[src/hdl/lkvc_pkg.sv]
`timescale 1ns / 1ps

package lkvc_pkg;

   // Build defaults
   localparam int ENTRIES_DEFAULT    = 16;
   localparam int KEY_BITS_DEFAULT   = 16;
   localparam int VALUE_BITS_DEFAULT = 16;

   localparam int CAP_BITS = 5;
   localparam logic [CAP_BITS-1:0] CAP_RESET = 5'd16;

   localparam logic OP_GET = 1'b0;
   localparam logic OP_SET = 1'b1;

   typedef enum logic {
      ST_IDLE,
      ST_UPDATE
   } state_type;

   // Per-cell control, broadcast along the chain
   typedef struct packed {
      logic match_load;   // latch key compare for the item being accepted
      logic shift;        // move entries one cell down, up to the target cell
   } cell_ctl_type;

endpackage

[src/hdl/lkvc_cell.sv]
`timescale 1ns / 1ps

module lkvc_cell #(
   parameter int ENTRIES    = 16,
   parameter int KEY_BITS   = 16,
   parameter int VALUE_BITS = 16,
   parameter int INDEX      = 0,
   parameter int FILL_BITS  = $clog2(ENTRIES + 1),
   parameter int IDX_BITS   = (ENTRIES > 1) ? $clog2(ENTRIES) : 1
) (
   input  logic                        clock,
   input  logic                        reset,
   input  lkvc_pkg::cell_ctl_type      ctl,
   input  logic [FILL_BITS-1:0]        fill,
   input  logic [IDX_BITS-1:0]         target,
   input  logic [KEY_BITS-1:0]         cmp_key,
   input  logic [KEY_BITS-1:0]         left_key,
   input  logic [VALUE_BITS-1:0]       left_value,
   output logic [KEY_BITS-1:0]         key,
   output logic [VALUE_BITS-1:0]       value,
   output logic                        match
);
   import lkvc_pkg::*;

   localparam logic [FILL_BITS-1:0] MY_FILL = FILL_BITS'(INDEX);
   localparam logic [IDX_BITS-1:0]  MY_IDX  = IDX_BITS'(INDEX);

   logic [KEY_BITS-1:0]   key_ff;
   logic [VALUE_BITS-1:0] value_ff;
   logic                  match_ff;
   logic                  match_in;
   logic                  valid;
   logic                  move;

   // Cells are kept in recency order, so the first fill cells are live
   assign valid = (MY_FILL < fill);
   assign move  = ctl.shift && (MY_IDX <= target);

   always_comb begin
      match_in = match_ff;
      if (ctl.match_load) begin
         match_in = valid && (key_ff == cmp_key);
      end
   end

   always_ff @(posedge clock) begin
      if (reset) begin
         match_ff <= 1'b0;
      end else begin
         match_ff <= match_in;
      end
   end

   always_ff @(posedge clock) begin
      if (move) begin
         key_ff   <= left_key;
         value_ff <= left_value;
      end
   end

   assign key   = key_ff;
   assign value = value_ff;
   assign match = match_ff;

endmodule

[src/hdl/lru_key_value_cache.sv]
`timescale 1ns / 1ps

// Channel   Direction  Ports                                      Accepted when
// req       in         req_opcode, req_key, req_data_in           req_valid & req_ready
// rsp       out        rsp_hit, rsp_data_out, rsp_evicted         rsp_valid & rsp_ready
// csr       in         csr_capacity                               csr_valid & csr_ready
//
// Each item takes two steps: acceptance latches the key compare in every cell,
// and the commit step shifts the cell chain and loads the result register.
// The second step waits while the result register still holds an untaken item.
// Reset empties the cache and sets capacity to 16; csr writes are always taken.

module lru_key_value_cache #(
   parameter int ENTRIES    = lkvc_pkg::ENTRIES_DEFAULT,
   parameter int KEY_BITS   = lkvc_pkg::KEY_BITS_DEFAULT,
   parameter int VALUE_BITS = lkvc_pkg::VALUE_BITS_DEFAULT
) (
   input  logic                          clock,
   input  logic                          reset,
   input  logic                          req_valid,
   output logic                          req_ready,
   input  logic                          req_opcode,
   input  logic [KEY_BITS-1:0]           req_key,
   input  logic [VALUE_BITS-1:0]         req_data_in,
   output logic                          rsp_valid,
   input  logic                          rsp_ready,
   output logic                          rsp_hit,
   output logic [VALUE_BITS-1:0]         rsp_data_out,
   output logic                          rsp_evicted,
   input  logic                          csr_valid,
   output logic                          csr_ready,
   input  logic [lkvc_pkg::CAP_BITS-1:0] csr_capacity
);
   import lkvc_pkg::*;

   localparam int FILL_BITS = $clog2(ENTRIES + 1);
   localparam int IDX_BITS  = (ENTRIES > 1) ? $clog2(ENTRIES) : 1;

   // Organization: cell i holds the entry of recency rank i (0 = most recent).
   // A hit at cell p, or an insert whose free or victim cell is p, moves cells
   // 0..p-1 down by one and places the touched entry in cell 0. Ranks are thus
   // implicit in position and only a fill count is kept.

   state_type              state_ff, state_in;
   logic                   op_ff;
   logic [KEY_BITS-1:0]    key_ff;
   logic [VALUE_BITS-1:0]  data_ff;
   logic [CAP_BITS-1:0]    capacity_ff;
   logic [FILL_BITS-1:0]   fill_ff, fill_in;
   logic                   rsp_valid_ff, rsp_valid_in;
   logic                   rsp_hit_ff;
   logic [VALUE_BITS-1:0]  rsp_data_ff;
   logic                   rsp_evicted_ff;

   logic                   accept;
   logic                   commit;
   logic                   hit;
   logic                   evict;
   logic                   insert;
   logic [IDX_BITS-1:0]    hit_idx;
   logic [VALUE_BITS-1:0]  hit_value;
   logic [IDX_BITS-1:0]    target;
   logic [FILL_BITS-1:0]   eff_cap;
   logic [VALUE_BITS-1:0]  front_value;
   cell_ctl_type           ctl;

   logic [KEY_BITS-1:0]    cell_key   [ENTRIES];
   logic [VALUE_BITS-1:0]  cell_value [ENTRIES];
   logic                   cell_match [ENTRIES];

   assign req_ready = (state_ff == ST_IDLE);
   assign accept    = req_valid && req_ready;
   assign csr_ready = 1'b1;

   // Capacity of zero acts as one; above the cell count it saturates
   always_comb begin
      if (capacity_ff == '0) begin
         eff_cap = FILL_BITS'(1);
      end else if (int'(capacity_ff) > ENTRIES) begin
         eff_cap = FILL_BITS'(ENTRIES);
      end else begin
         eff_cap = FILL_BITS'(int'(capacity_ff));
      end
   end

   // At most one cell matches: keys in the cache are unique
   always_comb begin
      hit       = 1'b0;
      hit_idx   = '0;
      hit_value = '0;
      for (int i = 0; i < ENTRIES; i++) begin
         if (cell_match[i]) begin
            hit       = 1'b1;
            hit_idx   = hit_idx | IDX_BITS'(i);
            hit_value = hit_value | cell_value[i];
         end
      end
   end

   assign evict  = (op_ff == OP_SET) && !hit && (fill_ff >= eff_cap);
   assign insert = (op_ff == OP_SET) && !hit && !evict;

   always_comb begin
      if (hit) begin
         target = hit_idx;
      end else if (evict) begin
         target = IDX_BITS'(fill_ff - FILL_BITS'(1));   // least recent live cell
      end else begin
         target = IDX_BITS'(fill_ff);                   // first free cell
      end
   end

   assign front_value = (op_ff == OP_SET) ? data_ff : hit_value;

   always_comb begin
      state_in     = state_ff;
      commit       = 1'b0;
      rsp_valid_in = rsp_valid_ff;
      if (rsp_valid_ff && rsp_ready) begin
         rsp_valid_in = 1'b0;
      end
      unique case (state_ff)
         ST_IDLE: begin
            if (accept) begin
               state_in = ST_UPDATE;
            end
         end
         ST_UPDATE: begin
            if (!rsp_valid_ff || rsp_ready) begin
               commit       = 1'b1;
               rsp_valid_in = 1'b1;
               state_in     = ST_IDLE;
            end
         end
         default: state_in = ST_IDLE;
      endcase
   end

   always_comb begin
      ctl.match_load = accept;
      ctl.shift      = commit && (hit || (op_ff == OP_SET));
   end

   assign fill_in = (commit && insert) ? (fill_ff + FILL_BITS'(1)) : fill_ff;

   always_ff @(posedge clock) begin
      if (reset) begin
         state_ff     <= ST_IDLE;
         fill_ff      <= '0;
         capacity_ff  <= CAP_RESET;
         rsp_valid_ff <= 1'b0;
      end else begin
         state_ff     <= state_in;
         fill_ff      <= fill_in;
         rsp_valid_ff <= rsp_valid_in;
         if (csr_valid && csr_ready) begin
            capacity_ff <= csr_capacity;
         end
      end
   end

   // Item and result payload
   always_ff @(posedge clock) begin
      if (accept) begin
         op_ff   <= req_opcode;
         key_ff  <= req_key;
         data_ff <= req_data_in;
      end
      if (commit) begin
         rsp_hit_ff     <= hit;
         rsp_data_ff    <= ((op_ff == OP_GET) && hit) ? hit_value : '0;
         rsp_evicted_ff <= evict;
      end
   end

   // Cell chain; cell 0 is fed with the touched entry
   for (genvar g = 0; g < ENTRIES; g++) begin : g_cell
      logic [KEY_BITS-1:0]   left_key;
      logic [VALUE_BITS-1:0] left_value;

      if (g == 0) begin : g_head
         assign left_key   = key_ff;
         assign left_value = front_value;
      end else begin : g_body
         assign left_key   = cell_key[g-1];
         assign left_value = cell_value[g-1];
      end

      lkvc_cell #(
         .ENTRIES    (ENTRIES),
         .KEY_BITS   (KEY_BITS),
         .VALUE_BITS (VALUE_BITS),
         .INDEX      (g),
         .FILL_BITS  (FILL_BITS),
         .IDX_BITS   (IDX_BITS)
      ) u_cell (
         .clock      (clock),
         .reset      (reset),
         .ctl        (ctl),
         .fill       (fill_ff),
         .target     (target),
         .cmp_key    (req_key),
         .left_key   (left_key),
         .left_value (left_value),
         .key        (cell_key[g]),
         .value      (cell_value[g]),
         .match      (cell_match[g])
      );
   end

   assign rsp_valid    = rsp_valid_ff;
   assign rsp_hit      = rsp_hit_ff;
   assign rsp_data_out = rsp_data_ff;
   assign rsp_evicted  = rsp_evicted_ff;

endmodule
[config.mk]
export PLATFORM = sky130hd
export DESIGN_NAME = lru_key_value_cache
export DESIGN_NICKNAME = d
export VERILOG_FILES = /design/src/hdl/lkvc_pkg.sv /design/src/hdl/lkvc_cell.sv /design/src/hdl/lru_key_value_cache.sv
export SDC_FILE = /design/constraint.sdc
export NUM_CORES = 1
export LEC_CHECK = 0
export BUFFER_PORTS_ARGS = -buffer_cell sky130_fd_sc_hd__buf_4
export CAP_MARGIN = 15
export CORE_ASPECT_RATIO = 0.75
export CORE_MARGIN = 3
export CORE_UTILIZATION = 30
export DETAILED_ROUTE_END_ITERATION = 6
export GPL_TIMING_DRIVEN = 1
export PLACE_DENSITY = 0.43
export SETUP_SLACK_MARGIN = 0.15
export SYNTH_ARGS = -nofsm -noshare
export SYNTH_HDL_FRONTEND = slang
export SYNTH_HIERARCHICAL = 1
export SYNTH_SLANG_ARGS = --single-unit
export TNS_END_PERCENT = 10
[constraint.sdc]
create_clock -name clock -period 7.95 [get_ports clock]
set_input_delay 0.795 -clock clock [delete_from_list [all_inputs] [get_ports clock]]
set_output_delay 0.795 -clock clock [all_outputs]
set_load 0.02 [all_outputs]
==> results.sh, run 1 <==
export IMPL_pin_count=64
export IMPL_grt_overflow=0
export IMPL_final_common_cell="edfxtp_1"
export IMPL_final_cell_mix="563 x edfxtp_1, 234 x xor2_1, 81 x buf_4"
export IMPL_n_antenna_cell=0
export IMPL_dp_cells=2466
export IMPL_grt_max_degree=46
export IMPL_synth_top_area_share_pct=72.6
export IMPL_nets=1554
export IMPL_syn_nets=1453
export IMPL_tns_ns=0
export IMPL_fin_skew_ns=0.0192
export IMPL_tritoncts="yes"
export IMPL_whs_ns=0.350
export IMPL_total_power_mw=6.63
export IMPL_path_class="reg2reg"
export IMPL_vias=12834
export IMPL_num_rows=87
export IMPL_die_h_um=247
export IMPL_layout_setup_ws_ns=3.47
export IMPL_cts_resized=0
export IMPL_max_slew_margin_pct=21.0
export IMPL_finalNonFillerCells=2575
export IMPL_pwr_density_cell_nw_per_um2=245
export IMPL_rsz0062_at_grt="false"
export IMPL_grt_pass1_vias=13192
export IMPL_crit_path_start_kind="flop"
export IMPL_ant_nets=0
export IMPL_avgViaCountPerCell=4.98
export IMPL_drcViolationCount=0
export IMPL_start_util_pct=30.7
export IMPL_postSynth_asyncResetShare_pct=0
export IMPL_grt_pass1_wl_um=101000
export IMPL_antenna_found_initial=2
export IMPL_finalHoldViolCount=0
export IMPL_drv_slew=0
export IMPL_drtPass1Iterations=5
export IMPL_outcome="complete, no violations"
export IMPL_cts_hold_buf=0
export IMPL_cts_clk_slew_worst_paths_ns=0.06
export IMPL_synthDistinctLibCells=59
export IMPL_ys_ff_latch=591
export IMPL_syn_area_um2=23300
export IMPL_core_area_um2=76000
export IMPL_clk_latency_ns=0.63
export IMPL_p_leak_nw=8.91
export IMPL_tightestPinTransition_ns=1.18
export IMPL_place_ws_ns=3.56
export IMPL_hpwl_um=47800
export IMPL_critPathRequiredTime_ns=8.18
export IMPL_wl_per_cell_um=27.6
export IMPL_wirelength_um=71000
export IMPL_r2r_setup_slack_ns=3.47
export IMPL_die_area_um2=81000
export IMPL_fin_crit_sh_pct=56.4
export IMPL_drtIter0Drc=1299
export IMPL_synth_edf_count=563
export IMPL_syn_avg_cell_area_um2=16.6
export IMPL_yosysSeqAreaShare_pct=75.0
export IMPL_track_usage_pct=17.4
export IMPL_peakVddDrop_v=0.000151
export IMPL_max_freq_mhz=223
export IMPL_synthCells=1403
export IMPL_end_kind="flop"
export IMPL_nFillCells=7243
export IMPL_setup_viol=0
export IMPL_post_cts_setup_buffers=0
export IMPL_yosysTopAreaCell="edfxtp_1"
export IMPL_worst_ep_arrival_time_ns=4.71
export IMPL_worstPathMaxFanout=32
export IMPL_period_minus_slack_ns=4.48
export IMPL_yosys_top_cells_area="edfxtp_1 73%, xor2_1 8.8%, dfxtp_1 2.4%, a22oi_1 2.1%, a221oi_1 1.2%"
export IMPL_fp_dieW_um=328
export IMPL_maxCapViolCount=0
export IMPL_hold_class="in2reg"
export IMPL_htree_num_levels=2
export IMPL_ys_warn_count=6
export IMPL_place_gp_congestion=0.837
export IMPL_area_delta_synth_final_pct=16.3
export IMPL_ctsLongestPathBuffers=3
export IMPL_cts_made_buffers=59
export IMPL_io_buffers=62
export IMPL_clock_sinks=591
export IMPL_final_layout_size_suffix_gt1_share_pct=13.3
export IMPL_cts_root_buffer="clkbuf_16"
export IMPL_synthFlopType="edfxtp_1"
-- area by class of cell --
type	count	area, um2	area share (%)
clock buffer	77	1630	6.01
timing repair buffer	81	608	2.25
clock inverter	32	389	1.44
multi-input combinational	747	5620	20.8
sequential	591	17500	64.5
inverter	24	90.1	0.333
tap	1023	1280	4.73
-- power by group --
part,internal (mW),switching [mW]
sequential,3.42,0.0265
clock,1.73,1.21
combinational,0.0764,0.167
-- synthesized netlist by cell type, types with 16 or more instances --
| library cell | number |
|---|---|
| nor3_1 | 16 |
| nor4_1 | 39 |
| nand3_1 | 52 |
| dfxtp_1 | 28 |
| a221oi_1 | 32 |
| inv_1 | 24 |
| a22oi_1 | 64 |
| edfxtp_1 | 563 |
| xor2_1 | 234 |
| a22o_1 | 32 |
| nand2_1 | 28 |
| mux2i_1 | 20 |
| nor2_1 | 65 |
| xnor2_1 | 22 |
| clkbuf_1 | 31 |
-- per-stage QoR --
stage          cell area, um2  util [%]
4_1_cts                 27100      35.6
2_1_floorplan           23300         -
6_report                27100      35.6
3_5_place_dp            25100      33.0
5_1_grt                 27100      35.6
3_3_place_gp            25100      33.0
-- final timing paths --
path,start,end,cells past startpoint
min,req_data_in[9],data_ff[9],1
max reg2reg,fill_ff[2],g_cell[3].u_cell/key[15],9
max,fill_ff[2],g_cell[3].u_cell/key[15],9
min reg2reg,g_cell[0].left_key[1],g_cell[0].u_cell/key[1],0
-- routing by layer --
| metal | global-route usage (%) | routed length (um) | vias to the layer above | part of all wire (%) |
|---|---|---|---|---|
| met4 | 5.02 | 1790 | 0 | 2.5 |
| met1 | 24.6 | 33100 | 6673 | 47 |
| li1 | - | - | 5651 | - |
| met5 | 0 | 0 | - | 0 |
| met2 | 28.1 | 32900 | 414 | 46 |
| met3 | 2.39 | 3120 | 96 | 4.4 |
-- logic make-up (layout without fill, tap and decap cells) --
kind of cell	after synthesis	in the layout	synth area share [%]
other cells	1	1	0.0161
mux	21	21	0.908
flops	591	591	75.0
fa+ha+maj	7	7	0.376
xor+xnor	256	256	9.63
compound gates	195	195	6.47
buf+inv	65	214	1.11
simple gates	267	267	6.50
-- critical path, cell delays in order, from the launching register on --
cell and delay, ns:
dfxtp_1 0.81, ha_1 0.37, a21o_1 0.18, a31oi_1 0.19, o21ai_0 0.13, buf_4 0.19, and2_1 0.20, o211ai_1 0.87
a211oi_1 0.18, nor2b_4 0.96
-- registers in the layout (all words and copies together), names as in the netlist --
| signal | flops |
|---|---|
| rsp_data_out | 16 |
| fill_ff | 5 |
| data_ff | 16 |
| capacity_ff | 5 |
| rsp_valid | 1 |
| op_ff | 1 |
| g_cell.u_cell/match | 16 |
| rsp_evicted | 1 |
| g_cell.u_cell/value | 256 |
| g_cell.left_key | 16 |
| rsp_hit | 1 |
| g_cell.u_cell/key | 256 |
| state_ff | 1 |
No activity file was read; power rests on OpenSTA's default activity.
==> inputs of run 2 (changes only) <==
Settings changed: PLACE_DENSITY 0.43 to 0.45.
Clock period 7.95 ns to 4 ns, I/O delays scaled along.
==> run 2 against run 1 <==
  * Clock skew is 0.0029 ns lower
  * Global-route usage fell by 1.3 points
  * Critical path depth increased by 3
  * Sequential share of layout area shrank 1.2 points
  * First-iteration DRC count shrank 5.3%
  * Register-to-register slack worse by 2.9 ns
  * Total power up 95%
  * Wire length fell by 7.9%
  * Critical endpoint is now g_cell[7].u_cell/key[13]
  * Largest power group unchanged
==> results.sh, run 2 (same netlist as run 1, synthesis figures left out) <==
export IMPL_clock_power_share_pct=43.2
export IMPL_core_area_um2=76000
export IMPL_final_common_cell="edfxtp_1"
export IMPL_drtIter0Drc=1230
export IMPL_nFillCells=7226
export IMPL_place_gp_congestion=0.831
export IMPL_pin_count=64
export IMPL_tritoncts="yes"
export IMPL_fin_skew_ns=0.0164
export IMPL_fp_dieW_um=328
export IMPL_peakVddDrop_v=0.000372
export IMPL_cp_startpoint="capacity_ff[1]"
export IMPL_area_delta_synth_final_pct=18.5
export IMPL_drcViolationCount=0
export IMPL_max_freq_mhz=289
export IMPL_crit_path_start_kind="flop"
export IMPL_pwr_density_cell_nw_per_um2=469
export IMPL_maxCapViolCount=0
export IMPL_power_frac_seq_pct=52.9
export IMPL_cts_root_buffer="clkbuf_16"
export IMPL_die_h_um=247
export IMPL_worst_ep_arrival_time_ns=3.77
export IMPL_hold_class="in2reg"
export IMPL_vias=13039
export IMPL_ant_nets=0
export IMPL_critPathRequiredTime_ns=4.31
export IMPL_hpwl_um=44100
export IMPL_antenna_found_initial=1
export IMPL_tns_ns=0
export IMPL_fin_crit_sh_pct=86.6
export IMPL_grt_pass1_wl_um=95100
export IMPL_regToRegEndpoint="g_cell[7].u_cell/key[13]"
export IMPL_track_usage_pct=16.1
export IMPL_grt_max_degree=46
export IMPL_setup_viol=0
export IMPL_reg2reg_from="capacity_ff[1]"
export IMPL_tightestPinTransition_ns=0.850
export IMPL_htree_num_levels=2
export IMPL_combPwrFrac_pct=3.9
export IMPL_p_int_mw=10.2
export IMPL_cts_made_buffers=58
export IMPL_period_minus_slack_ns=3.46
export IMPL_grt_pass1_vias=13317
export IMPL_ctsLongestPathBuffers=3
export IMPL_worstPathMaxFanout=25
export IMPL_final_cell_mix="563 x edfxtp_1, 234 x xor2_1, 99 x buf_4"
export IMPL_wirelength_um=65400
export IMPL_finalHoldViolCount=0
export IMPL_crit_end="g_cell[7].u_cell/key[13]"
export IMPL_start_util_pct=30.7
export IMPL_drv_slew=0
export IMPL_p_sw_share_pct=21.3
export IMPL_p_leak_nw=9.14
export IMPL_finish_instance_area_um2=27600
export IMPL_io_buffers=62
export IMPL_grt_overflow=0
export IMPL_clock_sinks=591
export IMPL_cts_clk_slew_worst_paths_ns=0.06
export IMPL_power_switching_mw=2.76
export IMPL_drtPass1Iterations=5
export IMPL_post_cts_setup_buffers=0
export IMPL_avgViaCountPerCell=4.97
export IMPL_r2r_setup_slack_ns=0.54
export IMPL_rr_worst_depth=12
export IMPL_path_class="reg2reg"
export IMPL_n_antenna_cell=0
export IMPL_outcome="complete, no violations"
export IMPL_placed_area_um2=25500
export IMPL_whs_ns=0.0536
export IMPL_total_power_mw=12.9
export IMPL_final_layout_size_suffix_gt1_share_pct=14.4
export IMPL_max_slew_margin_pct=42.7
export IMPL_nets=1605
export IMPL_clk_latency_ns=0.62
export IMPL_wl_per_cell_um=24.9
export IMPL_num_rows=87
export IMPL_rsz0062_at_grt="false"
export IMPL_die_area_um2=81000
export IMPL_end_kind="flop"
==> run 2: changes by cell type in the layout (fill, tap and decap cells not counted), sizes merged <==
| cell | before | now |
|---|---|---|
| dlygate4sd3 | 0 | 21 |
| clkbuf | 77 | 66 |
| buf | 81 | 112 |
| inv | 24 | 25 |
| bufinv | 9 | 8 |
| clkinvlp | 4 | 5 |
| clkinv | 19 | 28 |
==> run 2: cell type report <==
class                   instances  area, um2  share of cell area, %
flip-flops and latches        591      17500                   63.3
clock inverters                42        415                   1.51
inverters                      24       90.1                  0.327
well taps                    1023       1280                   4.64
repair buffers                133       1210                   4.40
multi-input cells             747       5620                   20.4
clock buffers                  66       1500                   5.45
==> run 2: metrics by stage <==
stage               util [%]  std cells  setup WS (ns)
floorplan                  -       1403         0.0715
global placement        33.5       2497          0.558
detailed placement      33.5       2497          0.579
CTS                     36.3       2626          0.569
global route            36.3       2626          0.193
finish                  36.3       2626          0.538
==> run 2: power groups by stage <==
stage | Sequential (mW) | Combinational [mW] | Clock, mW
after detailed placement | 6.98 | 0.494 | 0
after global placement | 6.98 | 0.492 | 0
after floorplan | 6.98 | 0.225 | 0
after CTS | 6.85 | 0.511 | 5.74
after global routing | 6.85 | 0.549 | 6.00
final | 6.85 | 0.502 | 5.60
==> run 2: routing by layer <==
| metal | share of wire, % | GRT usage, % | wire [um] | vias up |
|---|---|---|---|---|
| met5 | 0 | 0 | 0 | - |
| met3 | 8.3 | 4.45 | 5460 | 93 |
| met2 | 41 | 22.7 | 26900 | 516 |
| li1 | - | - | - | 5767 |
| met1 | 49 | 24.4 | 31800 | 6663 |
| met4 | 1.8 | 3.60 | 1190 | 0 |
==> run 2: worst max-delay path, stage by stage, from the launching register on <==
cell and delay [ns]:
dfxtp_1 0.33, nor3_1 0.20, nor2_1 0.07, nor2_1 0.09, ha_1 0.22, nand2b_1 0.14
a31oi_1 0.23, o21ai_0 0.17, and2_1 0.23, o211ai_1 0.56, a31oi_1 0.23, nor2b_4 0.38
buf_12 0.24
==> run 2: worst min path at each step <==
| stage | from | end | slack [ns] | cells after the start |
|---|---|---|---|---|
| after floorplan | g_cell[0].left_key[0] | g_cell[0].u_cell/key[0] | 0.40 | 0 |
| after global placement | g_cell[0].left_key[14] | g_cell[0].u_cell/key[14] | 0.40 | 0 |
| after detailed placement | g_cell[0].left_key[0] | g_cell[0].u_cell/key[0] | 0.40 | 0 |
| after CTS | csr_capacity[2] | capacity_ff[2] | 0.003 | 3 |
| after global routing | csr_capacity[2] | capacity_ff[2] | 0.02 | 3 |
| final | req_valid | state_ff | 0.05 | 3 |
==> run 2: what timing repair did <==
item | CTS | global route
hold buffers | 21 | 0
endpoints found under the hold margin | 21 | 0
gates resized for setup | 0 | 0
